## src/rtl/tcs_pkg.sv

```systemverilog
// Shared types and constants of the timed command sequencer.
package tcs_pkg;

	localparam int unsigned DEF_TABLE_DEPTH = 32;
	localparam int unsigned DEF_TIME_BITS = 24;

	// Most commands one tick may fire.
	localparam int unsigned MAX_FIRE = 32;

	localparam logic signed [15:0] DEFAULT_MOVE_MS = 16'sd1000;
	localparam logic [16:0] PROGRESS_ONE = 17'h10000;

	typedef enum logic [1:0] {
		OP_TICK = 2'd0,
		OP_LOAD = 2'd1,
		OP_START = 2'd2,
		OP_STOP = 2'd3
	} op_t;

	localparam logic [3:0] ACT_NONE = 4'd0;
	localparam logic [3:0] ACT_NECK_ROTATE = 4'd2;
	localparam logic [3:0] ACT_NECK_FWD = 4'd3;
	localparam logic [3:0] ACT_LAST_CODE = 4'd10;

	typedef struct packed {
		op_t operation;
		logic [15:0] advance_ms;
		logic [4:0] entry_index;
		logic [23:0] entry_time;
		logic [3:0] entry_action;
		logic signed [15:0] entry_first_param;
		logic signed [15:0] entry_second_param;
		logic [5:0] step_count;
	} in_t;

	typedef struct packed {
		logic [3:0] action;
		logic signed [15:0] first_param;
		logic signed [15:0] second_param;
		logic [4:0] fired_index;
		logic last;
		logic playing;
		logic [16:0] progress;
	} out_t;

endpackage

```

## src/rtl/tcs_ram.sv

```systemverilog
// Generic single-write, single-read RAM with registered read data.
module tcs_ram #(
	parameter int unsigned WIDTH = 8,
	parameter int unsigned DEPTH = 32,
	localparam int unsigned AW = (DEPTH > 1) ? $clog2(DEPTH) : 1
) (
	input logic clk,
	input logic wr_en,
	input logic [AW-1:0] wr_addr,
	input logic [WIDTH-1:0] wr_data,
	input logic [AW-1:0] rd_addr,
	output logic [WIDTH-1:0] rd_data
);

	logic [WIDTH-1:0] mem [DEPTH];

	always_ff @(posedge clk) begin
		if (wr_en) begin
			mem[wr_addr] <= wr_data;
		end
		rd_data <= mem[rd_addr];
	end

endmodule

```

## src/rtl/timed_command_sequencer.sv

```systemverilog
// Timed command sequencer: a table of timestamped commands played back on tick beats.
//
// A load beat writes one table entry; a start beat arms playback of the first step_count
// entries; each tick beat while playing advances the elapsed time and emits the due commands,
// at most MAX_FIRE of them, one result per cycle while the receiver takes them, and a stop
// beat ends playback. Every input beat yields at least one result; the last result of a beat
// has last set. The table lives in a RAM with one write and one registered read port, and all
// scans go through that read port. Each command fired is first scanned and later emitted, and
// a progress value strictly between zero and one comes from a bit-serial restoring divider
// that produces one quotient bit per cycle. The block takes a new beat only when it is back
// in its idle state; a finished result may still wait in the output register at that time.
module timed_command_sequencer
	import tcs_pkg::*;
#(
	parameter int unsigned TABLE_DEPTH = DEF_TABLE_DEPTH,
	parameter int unsigned TIME_BITS = DEF_TIME_BITS
) (
	input logic clk,
	input logic arst_n,
	input logic in_valid,
	output logic in_ready,
	input in_t in_data,
	output logic out_valid,
	input logic out_ready,
	output out_t out_data
);

	localparam int unsigned AW = (TABLE_DEPTH > 1) ? $clog2(TABLE_DEPTH) : 1;
	localparam int unsigned PW = $clog2(TABLE_DEPTH + 1);
	localparam int unsigned EW = TIME_BITS + 36;
	localparam logic [TIME_BITS-1:0] TIME_MAX = '1;

	typedef enum logic [7:0] {
		ST_IDLE = 8'b0000_0001,
		ST_TOT_W = 8'b0000_0010,
		ST_TOT = 8'b0000_0100,
		ST_SCAN_W = 8'b0000_1000,
		ST_SCAN = 8'b0001_0000,
		ST_PROG = 8'b0010_0000,
		ST_DIV = 8'b0100_0000,
		ST_EMIT = 8'b1000_0000
	} state_t;

	state_t state_q;
	logic [PW-1:0] ptr_q;
	logic [PW-1:0] active_q;
	logic [PW-1:0] next_entry_q;
	logic [TIME_BITS-1:0] elapsed_q;
	logic [TIME_BITS-1:0] total_q;
	logic running_q;
	logic [5:0] n_q;
	logic [TIME_BITS-1:0] rem_q;
	logic [3:0] div_cnt_q;
	logic [16:0] prog_q;
	logic out_valid_q;
	out_t out_q;

	// Table port signals and entry fields.
	logic wr_en;
	logic [EW-1:0] wr_data;
	logic [AW-1:0] rd_addr;
	logic [EW-1:0] rd_data;
	logic [TIME_BITS-1:0] ent_time;
	logic [3:0] ent_act;
	logic signed [15:0] ent_p1;
	logic signed [15:0] ent_p2;

	logic [TIME_BITS-1:0] ld_time;
	logic [3:0] ld_act;
	logic signed [15:0] ld_p2;
	logic [PW-1:0] start_cnt;
	logic [TIME_BITS:0] tick_sum;
	logic [TIME_BITS-1:0] tick_elapsed;
	logic scan_hit;
	logic out_free;
	logic rd_adv;
	logic [PW-1:0] rd_ptr;
	logic [PW-1:0] ptr_inc;
	logic [TIME_BITS:0] rem_shift;
	logic [TIME_BITS:0] rem_diff;
	logic div_ge;

	assign in_ready = (state_q == ST_IDLE);
	assign out_valid = out_valid_q;
	assign out_data = out_q;
	assign out_free = !out_valid_q || out_ready;

	// Load path: saturate the time, drop unknown actions, and apply the default move time
	// to neck moves whose duration is not positive.
	always_comb begin
		ld_time = (32'(in_data.entry_time) > 32'(TIME_MAX)) ? TIME_MAX
			: TIME_BITS'(in_data.entry_time);
		ld_act = (in_data.entry_action > ACT_LAST_CODE) ? ACT_NONE : in_data.entry_action;
		ld_p2 = in_data.entry_second_param;
		if ((ld_act == ACT_NECK_ROTATE || ld_act == ACT_NECK_FWD) && (ld_p2 <= 16'sd0)) begin
			ld_p2 = DEFAULT_MOVE_MS;
		end
	end

	assign wr_en = (state_q == ST_IDLE) && in_valid && (in_data.operation == OP_LOAD)
		&& (32'(in_data.entry_index) < 32'(TABLE_DEPTH));
	assign wr_data = {ld_time, ld_act, in_data.entry_first_param, ld_p2};

	assign ent_time = rd_data[EW-1 -: TIME_BITS];
	assign ent_act = rd_data[35:32];
	assign ent_p1 = rd_data[31:16];
	assign ent_p2 = rd_data[15:0];

	assign start_cnt = (32'(in_data.step_count) > 32'(TABLE_DEPTH)) ? PW'(TABLE_DEPTH)
		: PW'(in_data.step_count);

	assign tick_sum = {1'b0, elapsed_q} + (TIME_BITS + 1)'(in_data.advance_ms);
	assign tick_elapsed = tick_sum[TIME_BITS] ? TIME_MAX : tick_sum[TIME_BITS-1:0];

	assign scan_hit = (ptr_q < active_q) && (n_q < 6'(MAX_FIRE)) && (ent_time <= elapsed_q);

	// The read address runs one entry ahead whenever the pointer steps, so the registered
	// read data always belongs to ptr_q.
	assign rd_adv = ((state_q == ST_SCAN) && scan_hit)
		|| ((state_q == ST_EMIT) && out_free && (n_q != 6'd0));
	assign ptr_inc = PW'(ptr_q + PW'(1));
	assign rd_ptr = rd_adv ? ptr_inc : ptr_q;
	assign rd_addr = rd_ptr[AW-1:0];

	// One step of the restoring divider.
	assign rem_shift = {rem_q, 1'b0};
	assign rem_diff = rem_shift - {1'b0, total_q};
	assign div_ge = (rem_shift >= {1'b0, total_q});

	tcs_ram #(
		.WIDTH(EW),
		.DEPTH(TABLE_DEPTH)
	) u_table (
		.clk(clk),
		.wr_en(wr_en),
		.wr_addr(AW'(in_data.entry_index)),
		.wr_data(wr_data),
		.rd_addr(rd_addr),
		.rd_data(rd_data)
	);

	always_ff @(posedge clk or negedge arst_n) begin
		if (!arst_n) begin
			state_q <= ST_IDLE;
			ptr_q <= '0;
			active_q <= '0;
			next_entry_q <= '0;
			elapsed_q <= '0;
			total_q <= '0;
			running_q <= 1'b0;
			n_q <= '0;
			rem_q <= '0;
			div_cnt_q <= '0;
			prog_q <= '0;
			out_valid_q <= 1'b0;
		end else begin
			if (out_valid_q && out_ready) begin
				out_valid_q <= 1'b0;
			end
			unique case (state_q)
				ST_IDLE: begin
					if (in_valid) begin
						n_q <= '0;
						unique case (in_data.operation)
							OP_TICK: begin
								if (running_q) begin
									elapsed_q <= tick_elapsed;
									ptr_q <= next_entry_q;
									state_q <= ST_SCAN_W;
								end else begin
									state_q <= ST_PROG;
								end
							end
							OP_LOAD: begin
								state_q <= ST_PROG;
							end
							OP_START: begin
								active_q <= start_cnt;
								next_entry_q <= '0;
								elapsed_q <= '0;
								running_q <= 1'b1;
								if (start_cnt == '0) begin
									total_q <= '0;
									state_q <= ST_PROG;
								end else begin
									ptr_q <= PW'(start_cnt - PW'(1));
									state_q <= ST_TOT_W;
								end
							end
							OP_STOP: begin
								running_q <= 1'b0;
								active_q <= '0;
								next_entry_q <= '0;
								total_q <= '0;
								state_q <= ST_PROG;
							end
							default: begin
								state_q <= ST_PROG;
							end
						endcase
					end
				end
				ST_TOT_W: begin
					state_q <= ST_TOT;
				end
				ST_TOT: begin
					total_q <= ent_time;
					state_q <= ST_PROG;
				end
				ST_SCAN_W: begin
					state_q <= ST_SCAN;
				end
				ST_SCAN: begin
					if (scan_hit) begin
						ptr_q <= ptr_inc;
						n_q <= n_q + 6'd1;
					end else begin
						// Count how many fire, then rewind to emit them.
						running_q <= (ptr_q < active_q);
						ptr_q <= next_entry_q;
						state_q <= ST_PROG;
					end
				end
				ST_PROG: begin
					if (!running_q || total_q == '0) begin
						prog_q <= '0;
						state_q <= ST_EMIT;
					end else if (elapsed_q >= total_q) begin
						prog_q <= PROGRESS_ONE;
						state_q <= ST_EMIT;
					end else begin
						rem_q <= elapsed_q;
						prog_q <= '0;
						div_cnt_q <= 4'd15;
						state_q <= ST_DIV;
					end
				end
				ST_DIV: begin
					rem_q <= div_ge ? rem_diff[TIME_BITS-1:0] : rem_shift[TIME_BITS-1:0];
					prog_q <= {prog_q[15:0], div_ge};
					if (div_cnt_q == 4'd0) begin
						state_q <= ST_EMIT;
					end else begin
						div_cnt_q <= div_cnt_q - 4'd1;
					end
				end
				ST_EMIT: begin
					if (out_free) begin
						out_valid_q <= 1'b1;
						if (n_q == 6'd0) begin
							state_q <= ST_IDLE;
						end else begin
							ptr_q <= ptr_inc;
							next_entry_q <= PW'(next_entry_q + PW'(1));
							n_q <= n_q - 6'd1;
							if (n_q == 6'd1) begin
								state_q <= ST_IDLE;
							end
						end
					end
				end
				default: begin
					state_q <= ST_IDLE;
				end
			endcase
		end
	end

	// Result payload; a beat that fires nothing yields one empty command.
	always_ff @(posedge clk) begin
		if ((state_q == ST_EMIT) && out_free) begin
			out_q.last <= (n_q <= 6'd1);
			out_q.playing <= running_q;
			out_q.progress <= prog_q;
			if (n_q == 6'd0) begin
				out_q.action <= ACT_NONE;
				out_q.first_param <= '0;
				out_q.second_param <= '0;
				out_q.fired_index <= '0;
			end else begin
				out_q.action <= ent_act;
				out_q.first_param <= ent_p1;
				out_q.second_param <= ent_p2;
				out_q.fired_index <= 5'(ptr_q);
			end
		end
	end

	// A beat is taken only from idle, so two accepts never come back to back.
	a_no_back_to_back: assert property (@(posedge clk) disable iff (!arst_n)
		in_valid && in_ready |=> !in_ready)
		else $error("input beat accepted while the previous one is in work");

	a_next_within_active: assert property (@(posedge clk) disable iff (!arst_n)
		(state_q == ST_IDLE) |-> (next_entry_q <= active_q))
		else $error("playback index passed the number of active entries");

	a_active_bounded: assert property (@(posedge clk) disable iff (!arst_n)
		32'(active_q) <= 32'(TABLE_DEPTH))
		else $error("active entry count exceeds the table depth");

	a_fire_bounded: assert property (@(posedge clk) disable iff (!arst_n)
		(state_q == ST_EMIT) |-> (n_q <= 6'(MAX_FIRE)))
		else $error("more commands pending than one tick may fire");

endmodule

```

## config.mk

```make
export PLATFORM = sky130hd
export DESIGN_NAME = timed_command_sequencer
export DESIGN_NICKNAME = d
export VERILOG_FILES = /design/src/rtl/tcs_pkg.sv /design/src/rtl/tcs_ram.sv /design/src/rtl/timed_command_sequencer.sv
export SDC_FILE = /design/constraint.sdc
export NUM_CORES = 2
export LEC_CHECK = 0
export ABC_AREA = 1
export BUFFER_PORTS_ARGS = -buffer_cell sky130_fd_sc_hd__buf_2
export CAP_MARGIN = 10
export CORE_MARGIN = 3
export CORE_UTILIZATION = 57
export DETAILED_ROUTE_END_ITERATION = 10
export PLACE_DENSITY = 0.74
export REMOVE_ABC_BUFFERS = 1
export SYNTH_ARGS = -nofsm -noshare
export SYNTH_HDL_FRONTEND = slang
export SYNTH_SLANG_ARGS = --single-unit
```

## constraint.sdc

```tcl
create_clock -name clk -period 5.1 [get_ports clk]
set_clock_uncertainty 0.15 [all_clocks]
set_input_delay 0 -clock clk [delete_from_list [all_inputs] [get_ports clk]]
set_output_delay 0 -clock clk [all_outputs]
set_load 0.005 [all_outputs]
```

==> results.toml <==
[power]
power_per_cell_area_nw_per_um2 = 521
static-leakage-power_nw = 48.5
ir_worst_vdd_mv = 0.625

[final_layout]
fin_nets = 10200
synthToLayoutAreaGrowth_pct = 13.0
fraction_of_final_layout_cells_sized_beyond_drive_strength_1_pct = 7.30
layout.core_utilization_pct = 65.0
finish.instance_area_um2 = 111000
finalNonFillerCells = 12400

[sta]
unrepaired_setup_endpoints_after_global_routing = "no"
timing.final.hold_violations = 0
timing.max_slew.rel_slack_pct = 19.0
slew_viol_final = 0
setup_viol_count_final = 0
worst_slew_pin_tran_ns = 1.21
max_freq_mhz = 209
post-route-min-period_ns = 4.79
layout_worst_path_cycle_share_pct = 93.9

[synth]
biggest_area_consumer_among_synthesized_cells = "sky130_fd_sc_hd__edfxtp_1"
ys.flop_type = "sky130_fd_sc_hd__edfxtp_1"
synth.most_common_cell = "sky130_fd_sc_hd__inv_1"
synthesis.yosys.warnings = 0
netlist_instances = 9805
post-synth-top-area-fraction_pct = 60.8
synthTopCellsByCount = "sky130_fd_sc_hd__inv_1 (2187), sky130_fd_sc_hd__nand3_1 (2151), sky130_fd_sc_hd__nand2_1 (2074)"
syn_area_per_cell_um2 = 9.98
synth-seq-cells = 2167
async_set_or_reset_flop_fraction_in_the_synthesized_netlist_pct = 5.86
synth.top_cells.by_area = "sky130_fd_sc_hd__edfxtp_1 (61%), sky130_fd_sc_hd__nand3_1 (11%), sky130_fd_sc_hd__inv_1 (8.4%)"
synth_cell_type_count = 55
synth_enable_flop_cells = 1980
sequential_fraction_of_the_synthesis_area_pct = 65.3
netlist_area_um2 = 97800

[clock_tree]
cts_tree = "built"
clk_pin_slew_ns = 0.06
cts.htree.levels = 4
cts_root_buf = "sky130_fd_sc_hd__clkbuf_16"
cts_resized = 0
numClockSinks = 2167
tritoncts.num_buffers = 211
clk_path_buf_depth = 3
worst_skew_pair.late_latency_ns = 0.86

[routing]
drt-vias-per-instance = 5.78
vias = 71800
dr.pass1.iters = 6
drt-initial-drc-count = 9661
route.detailed.wl_per_inst_um = 22.3
routed_wl_mm = 276
drtAntennaViolNets = 0
route.detailed.drc = 0

[global_route]
antenna_found_initial = 7
grt.total_usage_pct = 31.1
globalRoute.totalOverflow = 0
grt_pass1_vias = 69400
grt_pass1_wl_mm = 415
grt_start_max_net_pins = 121

[placement]
port_buffers = 154
place_congestion = 0.926
dpl.cell_count = 11900
dp_hpwl_mm = 139
place_area_um2 = 102000

[critical_path]
critPathLaunchType = "flip-flop"
worst-path-buf-inv = 2
critical_path.max_stage_delay_ns = 0.85
crit_path_end_kind = "flip-flop"
slowest_stage_cell_on_the_critical_path = "sky130_fd_sc_hd__o21ai_4"
critical_path_required_ns = 5.64
path_max_fanout = 75
worst_ep_arrival_time_ns = 5.33
crit_family = "simple AND/OR/NAND/NOR gates"
critical_path_most_common_cell = "sky130_fd_sc_hd__nand2_1"
timing.critical_path.cells = "inv_1 > ha_1 > nand2_1 > nor2_1 > nand4_1 > nor2_1 > nand2_1 > nand3_1 > nand2_1 > nand3_4 > nand2_2 > o21ai_4 > buf_12 > nand3_1 > nand3_1 > nand3_1 > nand2_1 > nand2_1 > nand2_1"
worstSetupPathType = "reg2reg"

[worst_hold_path]
hold_class = "in2reg"

[die]
initial_core_util_pct = 57.5
floorplan.io_pins = 155
placement_rows = 151
dieWidth_um = 420
design.die.area_um2 = 177000
core-area_um2 = 170000
die_h_um = 420

[run_status]
status = "finished, final reports clean"

[run]
timing.max_cap.violations = 0
[power breakdown]
part           switching [mW]  total [mW]  internal, mW
sequential              0.625        20.9          20.2
clock                    6.86        16.0          9.17
combinational            14.2        20.7          6.49
total                    21.7        57.6          35.9
[cell type report]
cell class                 instances  area [µm²]
sequential                      2167       63800
inverter                        2197        8260
clock inverter                   128        1490
antenna                            4        10.0
tap                             2218        2780
clock buffer                     269        5710
fill                           12400       59500
multi-input combinational       4950       23700
timing repair buffer             489        4810
[cell families (layout without fill, tap and decap cells)]
family / count (synthesis) / in the layout / share of synthesized area [%]
buf+inv: 2688 / 3083 / 10.9
compound gates: 370 / 370 / 2.12
xor+xnor: 39 / 39 / 0.349
simple gates: 4437 / 4437 / 20.0
fa+ha+maj: 104 / 104 / 1.35
other cells: 0 / 4 / 0
flops: 2167 / 2167 / 65.3
[state kept, by name (all words and copies together) (netlist names)]
signal,cells
u_table.mem,1920
ptr_q,6
div_cnt_q,4
active_q,6
elapsed_q,24
next_entry_q,6
out_data,60
running_q,1
u_table.rd_data,60
total_q,24
prog_q,17
n_q,6
out_valid,1
state_q,8
rem_q,24
[metrics by stage]
step           hold slack, ns  power, mW  setup TNS, ns  setup slack [ns]
5_1_grt                0.0744       60.3              0            0.0805
2_1_floorplan          -0.446       34.7       -1637.89            -23.27
4_1_cts               0.00272       57.3              0             0.428
3_5_place_dp          -0.0322       41.1              0             0.484
6_report               0.0594       57.6              0             0.311
3_3_place_gp          -0.0305       40.7              0             0.528
[layer usage]
metal	track usage, %	routed length [µm]	vias to the layer above
met5	0	27	-
li1	-	-	32300
met4	13.9	12300	4
met3	5.53	33100	861
met2	49.3	128000	4620
met1	42.2	103000	34100
[placed cells by master (no fill, tap or decap), types with 102 or more instances in the layout]
cell type	n
sky130_fd_sc_hd__edfxtp_1	1980
sky130_fd_sc_hd__nand2_1	2069
sky130_fd_sc_hd__dfrtp_1	126
sky130_fd_sc_hd__inv_1	2186
sky130_fd_sc_hd__a21oi_1	127
sky130_fd_sc_hd__nor2_1	103
sky130_fd_sc_hd__ha_1	102
sky130_fd_sc_hd__dlygate4sd3_1	145
sky130_fd_sc_hd__o21ai_0	142
sky130_fd_sc_hd__clkbuf_16	211
sky130_fd_sc_hd__nand3_1	2149
sky130_fd_sc_hd__buf_2	153
[worst register-to-register path, stage by stage (launching register included)]
cell	delay, ns
sky130_fd_sc_hd__dfrtp_1	0.43
sky130_fd_sc_hd__inv_1	0.08
sky130_fd_sc_hd__ha_1	0.29
sky130_fd_sc_hd__nand2_1	0.07
sky130_fd_sc_hd__nor2_1	0.19
sky130_fd_sc_hd__nand4_1	0.13
sky130_fd_sc_hd__nor2_1	0.17
sky130_fd_sc_hd__nand2_1	0.07
sky130_fd_sc_hd__nand3_1	0.07
sky130_fd_sc_hd__nand2_1	0.17
sky130_fd_sc_hd__nand3_4	0.18
sky130_fd_sc_hd__nand2_2	0.28
sky130_fd_sc_hd__o21ai_4	0.85
sky130_fd_sc_hd__buf_12	0.44
sky130_fd_sc_hd__nand3_1	0.26
sky130_fd_sc_hd__nand3_1	0.14
sky130_fd_sc_hd__nand3_1	0.08
sky130_fd_sc_hd__nand2_1	0.07
sky130_fd_sc_hd__nand2_1	0.05
sky130_fd_sc_hd__nand2_1	0.42
[path summary, 6_finish.rpt]
path	end	slack [ns]	depth (start not counted)	start
max	u_table.rd_data[36]$_DFF_P_	0.31	19	elapsed_q[15]$_DFFE_PN0P_
min	u_table.mem[22][26]$_DFFE_PP_	0.06	2	in_data[32]
max reg2reg	u_table.rd_data[36]$_DFF_P_	0.31	19	elapsed_q[15]$_DFFE_PN0P_
min reg2reg	out_data[0]$_DFFE_PP_	0.29	0	prog_q[0]$_DFFE_PN0P_
max in group asynchronous	div_cnt_q[3]$_DFFE_PN0P_	3.79	4	arst_n
min in group asynchronous	total_q[7]$_DFFE_PN0P_	0.15	4	arst_n
[timing repair]
item,4_1_cts,5_1_grt
hold buffers,146,0
hold endpoints to repair,2172,0
setup endpoints to repair,0,0
buffers inserted,0,0
(Power assumes the default switching activity.)
